$ cat config.mk
export PLATFORM = sky130hd
export DESIGN_NAME = vqncs_ctrl
export DESIGN_NICKNAME = d
export VERILOG_FILES = /design/src/rtl/core/vqncs_pkg.sv /design/src/rtl/core/vqncs_ctrl.sv
export SDC_FILE = /design/constraint.sdc
export NUM_CORES = 1
export LEC_CHECK = 0
export ABC_AREA = 1
export BUFFER_PORTS_ARGS = -buffer_cell sky130_fd_sc_hd__buf_2
export CORE_AREA = 2 2 39 41
export CTS_BUF_LIST = sky130_fd_sc_hd__clkbuf_8
export DETAILED_ROUTE_END_ITERATION = 8
export DIE_AREA = 0 0 41 43
export PLACE_DENSITY_LB_ADDON = 0.08
export SYNTH_ARGS = -nofsm -noshare
export SYNTH_HDL_FRONTEND = slang
export SYNTH_SLANG_ARGS = --single-unit
$ cat constraint.sdc
create_clock -name clk -period 2.13 [get_ports clk]
set_input_delay 0.426 -clock clk [delete_from_list [all_inputs] [get_ports clk]]
set_output_delay 0.426 -clock clk [all_outputs]
set_load 0.01 [all_outputs]
$ cat src/rtl/core/vqncs_pkg.sv
// Shared constants, word types and controller interface types for the codeword search unit.
package vqncs_pkg;

    localparam int NUM_CODES   = 64;
    localparam int MAX_ORDER   = 32;
    localparam int VALUE_WIDTH = 16;

    localparam int CODE_W     = 6;
    localparam int ELEM_W     = 5;
    localparam int ORDER_W    = 6;
    localparam int NCODES_W   = 7;
    localparam int DIST_W     = 37;
    localparam int CFG_IDX_W  = 2;
    localparam int CFG_DATA_W = 7;

    localparam int CODE_CNT_W = $clog2(NUM_CODES + 1);
    localparam int ELEM_CNT_W = $clog2(MAX_ORDER + 1);
    localparam int CODE_AW    = $clog2(NUM_CODES);
    localparam int ELEM_AW    = $clog2(MAX_ORDER);

    localparam logic FUNC_LOAD   = 1'b0;
    localparam logic FUNC_SAMPLE = 1'b1;

    localparam logic [CFG_IDX_W-1:0] CFG_VECTOR_ORDER = 2'd0;
    localparam logic [CFG_IDX_W-1:0] CFG_CODES_IN_USE = 2'd1;

    localparam logic [ORDER_W-1:0]  VECTOR_ORDER_RST = 6'd24;
    localparam logic [NCODES_W-1:0] CODES_IN_USE_RST = 7'd1;

    typedef struct packed {
        logic                          func;
        logic [CODE_W-1:0]             code_index;
        logic [ELEM_W-1:0]             element_index;
        logic signed [VALUE_WIDTH-1:0] value;
        logic                          empty_flag;
        logic                          last_element;
    } in_word_t;

    typedef struct packed {
        logic [CODE_W-1:0] best_index;
        logic [DIST_W-1:0] best_distance;
        logic              none_found;
    } out_word_t;

    typedef struct packed {
        logic store_item;
        logic search_init;
        logic code_begin;
        logic issue;
        logic compare;
        logic skip;
    } cmd_t;

    typedef struct packed {
        logic code_end;
        logic code_is_empty;
        logic elem_end;
        logic pipe_busy;
    } status_t;

endpackage

$ cat src/rtl/core/vqncs_ctrl.sv
// Sequencer that walks the codebook entries and element positions of one search.
module vqncs_ctrl (
    input  logic               clk,
    input  logic               rst_n,
    input  logic               start,
    input  logic               func,
    input  logic               last_element,
    input  vqncs_pkg::status_t status,
    output vqncs_pkg::cmd_t    cmd,
    output logic               busy,
    output logic               result_valid
);

    typedef enum logic [1:0] {
        ST_IDLE,
        ST_CODE,
        ST_RUN,
        ST_DRAIN
    } state_t;

    state_t state_reg, state_next;
    logic   done_reg, done_next;
    logic   accept;

    assign accept = start && (state_reg == ST_IDLE);
    assign busy   = (state_reg != ST_IDLE);
    assign result_valid = done_reg;

    always_comb
    begin
        state_next      = state_reg;
        done_next       = 1'b0;
        cmd             = '0;
        cmd.store_item  = accept;
        case (state_reg)
            ST_IDLE:
            begin
                if (accept && func == vqncs_pkg::FUNC_SAMPLE && last_element)
                begin
                    cmd.search_init = 1'b1;
                    state_next      = ST_CODE;
                end
            end
            ST_CODE:
            begin
                if (status.code_end)
                begin
                    done_next  = 1'b1;
                    state_next = ST_IDLE;
                end
                else if (status.code_is_empty)
                begin
                    cmd.skip = 1'b1;
                end
                else
                begin
                    cmd.code_begin = 1'b1;
                    state_next     = ST_RUN;
                end
            end
            ST_RUN:
            begin
                if (status.elem_end)
                begin
                    state_next = ST_DRAIN;
                end
                else
                begin
                    cmd.issue = 1'b1;
                end
            end
            ST_DRAIN:
            begin
                // The accumulator holds the full distance once the pipeline is empty.
                if (!status.pipe_busy)
                begin
                    cmd.compare = 1'b1;
                    state_next  = ST_CODE;
                end
            end
            default:
            begin
                state_next = ST_IDLE;
            end
        endcase
    end

    always_ff @(posedge clk or negedge rst_n)
    begin
        if (!rst_n)
        begin
            state_reg <= ST_IDLE;
            done_reg  <= 1'b0;
        end
        else
        begin
            state_reg <= state_next;
            done_reg  <= done_next;
        end
    end

endmodule

==> results_dict.tcl <==
set metrics [dict create \
    slew-limit-headroom 0.8869 \
    fin_worst_skew_ns 0.0003302 \
    floorplan.die_area_mm2 0.001763 \
    drt_iter0_drc 4 \
    cts_root_buffer "clkbuf_8" \
    syn_area_um2 322.8 \
    grt_use_total 0.08862 \
    antenna_left 0 \
    areaGrowthSynthToFinish_pct 45.74 \
    grt-ovfl-total 0 \
    overall_via_count_from_detail_route 310 \
    rows 14 \
    worst_skew_pair.late_latency_ns 0.21 \
    irDropWorstVdd_mv 0.4922 \
    routed_wl_um 635 \
    outcome "finished clean" \
    fmaxAchievable_mhz 601.2 \
    cell_by_cell_trace_of_the_critical_path "inv_1, ha_1, nand2_1, nor2_1, buf_2" \
    slowest_delay_ns 0.39 \
    detail_route.wl_per_cell_um 7.744 \
    grt_setup_unrepaired "false" \
    grt_pass1_wl_um 1000 \
    syn-mean-instance-area_um2 7.018 \
    critical_path_buf_inv_count 2 \
    core_area_mm2 0.001384 \
    crit_family "flip-flops" \
    final.period_utilization 0.7809 \
    clock-sinks 3 \
    power-per-cell-area_mw_per_mm2 1185 \
    timing.critical_path.fanout_max 4 \
    cts-buffers-inserted 3 \
    max_slew.worst_pin.slew_ns 0.1696 \
    grt_start_max_net_pins 6 \
    worstSetupStartpointType "register" \
    clockBufferDepth 2 \
    worst-setup-path-type "reg2out" \
    min-delay-path-class "in2reg" \
    ys_types 13 \
    clkSlewWorstSetupHoldPaths_ns 0.03 \
    ctsHtreeMaxLevel 1 \
    largest_register_ff_count 2 \
    cts_tree "built" \
    cp_data_required_time_ns 1.70 \
    power.leakage_nw 0.3114 \
    grt_antenna_before_repair 0 \
    proportion_of_layout_cells_with_a_drive_suffix_above_1 0.3939 \
    postCtsSetupBuffers 0 \
    detail_route.drc_violations 0 \
    max_cap_violations 0 \
    average_vias_per_placed_instance 3.780 \
    yosys_register_bits 3 \
    fin_nets 81 \
    critPathSlowestCell "dfrtp_1" \
    setup-tns-final_ns 0 \
    yosysWarningCount 0 \
    dp_cells 77 \
    dr.pass1.iters 4 \
    syn_nets 60 \
    boundaryPins 17 \
    synth_sequential_area_ratio 0.2326 \
    final_period_minus_worst_setup_slack_ns 1.663 \
    width_of_the_die_um 41 \
    post-dp-hpwl_um 557.9 \
    via_count_of_the_first_global_routing_pass 270 \
    drv_slew 0 \
    die_y_um 43 \
    buffer_ports.inserted 16 \
    syn_inst 46 \
    timing.final.hold_violations 0 \
    start_util 0.2333 \
    inserted_diodes 0 \
    cp_data_arrival_time_ns 1.24 \
    final_cells 82 \
    setup_failing_eps_final 0 \
    timing.critical_path.to_type "primary output" \
    gp_congestion 0.7129 \
]
## cell type report
type | instances | area (um2)
flip-flops and latches | 3 | 75.07
repair buffers | 17 | 90.09
multi-input cells | 28 | 187.7
inverters | 14 | 52.55
fillers | 167 | 913.4
clock inverters | 1 | 3.754
well taps | 16 | 20.02
clock buffers | 3 | 41.29
## Yosys cell counts (all sizes together)
| cell | instances | share of area |
|---|---|---|
| inv | 14 | 0.16 |
| nand2 | 11 | 0.14 |
| nor2 | 6 | 0.085 |
| ha | 5 | 0.19 |
| nand3 | 4 | 0.093 |
| dfrtp | 3 | 0.23 |
| a21oi | 1 | 0.015 |
| buf | 1 | 0.023 |
| o21bai | 1 | 0.058 |
## kinds of logic (layout without fill, tap and decap cells)
kind of cell | count (synthesis) | count (layout) | synth area share
compound gates | 2 | 2 | 0.07363
fa+ha+maj | 5 | 5 | 0.1938
buf+inv | 15 | 35 | 0.1861
simple gates | 21 | 21 | 0.3140
flops | 3 | 3 | 0.2326
## tightest hold or removal path: stages
cell	delay [ns]
buf_2	0.09
nand2_1	0.05
inv_1	0.05
## power breakdown
part | total, mW | internal (mW) | switching (mW)
Sequential | 0.104 | 0.0816 | 0.0225
Combinational | 0.295 | 0.130 | 0.166
Clock | 0.158 | 0.123 | 0.0356
Total | 0.558 | 0.334 | 0.224
## per-layer routing
layer	track usage	wire length, um	vias up
met4	0.08000	0	0
met2	0.1250	317	9
met3	0.03141	36	0
met5	0	0	-
met1	0.09740	282	131
li1	-	-	170
## through the flow
| step | power, mW | instance area (um2) | setup slack, ns | util | hold WS (ns) |
|---|---|---|---|---|---|
| detailed placement | 0.4065 | 415.4 | 0.6885 | 0.3002 | 0.2257 |
| global route | 0.6197 | 470.5 | 0.3069 | 0.3400 | 0.4453 |
| finish | 0.5577 | 470.5 | 0.4667 | 0.3400 | 0.4279 |
| floorplan | 0.3256 | 322.8 | 0.7991 | - | 0.1304 |
| CTS | 0.5752 | 470.5 | 0.4503 | 0.3400 | 0.4279 |
| global placement | 0.4167 | 415.4 | 0.6942 | 0.3002 | 0.2252 |
## final timing paths
check / startpoint / to / slack, ns / depth (start not counted)
worst max-delay path: state_reg[1]$_DFFE_PN0P_ / cmd[3] / 0.47 / 5
worst min-delay path: status[3] / result_valid$_DFF_PN0_ / 0.43 / 3
worst max register to register: state_reg[0]$_DFFE_PN0P_ / state_reg[0]$_DFFE_PN0P_ / 0.83 / 8
worst min register to register: state_reg[1]$_DFFE_PN0P_ / state_reg[1]$_DFFE_PN0P_ / 0.52 / 2
max in group asynchronous: rst_n / state_reg[0]$_DFFE_PN0P_ / 1.50 / 2
min in group asynchronous: rst_n / state_reg[1]$_DFFE_PN0P_ / 0.53 / 2
## placed cells by master (no fill, tap or decap)
master,n
ha_1,5
nand3_2,2
dlygate4sd3_1,1
inv_1,14
clkbuf_8,3
nand2_2,1
nand2_1,10
nand3_1,2
nor2_1,4
nor2_2,2
inv_2,1
buf_2,16
a21oi_1,1
dfrtp_1,3
o21bai_4,1
## timing repair
action,in CTS,in global routing
hold endpoints to repair,3,0
hold buffers,1,0
gates resized for setup,0,0
Note: power is estimated with default switching activity, not from simulation.
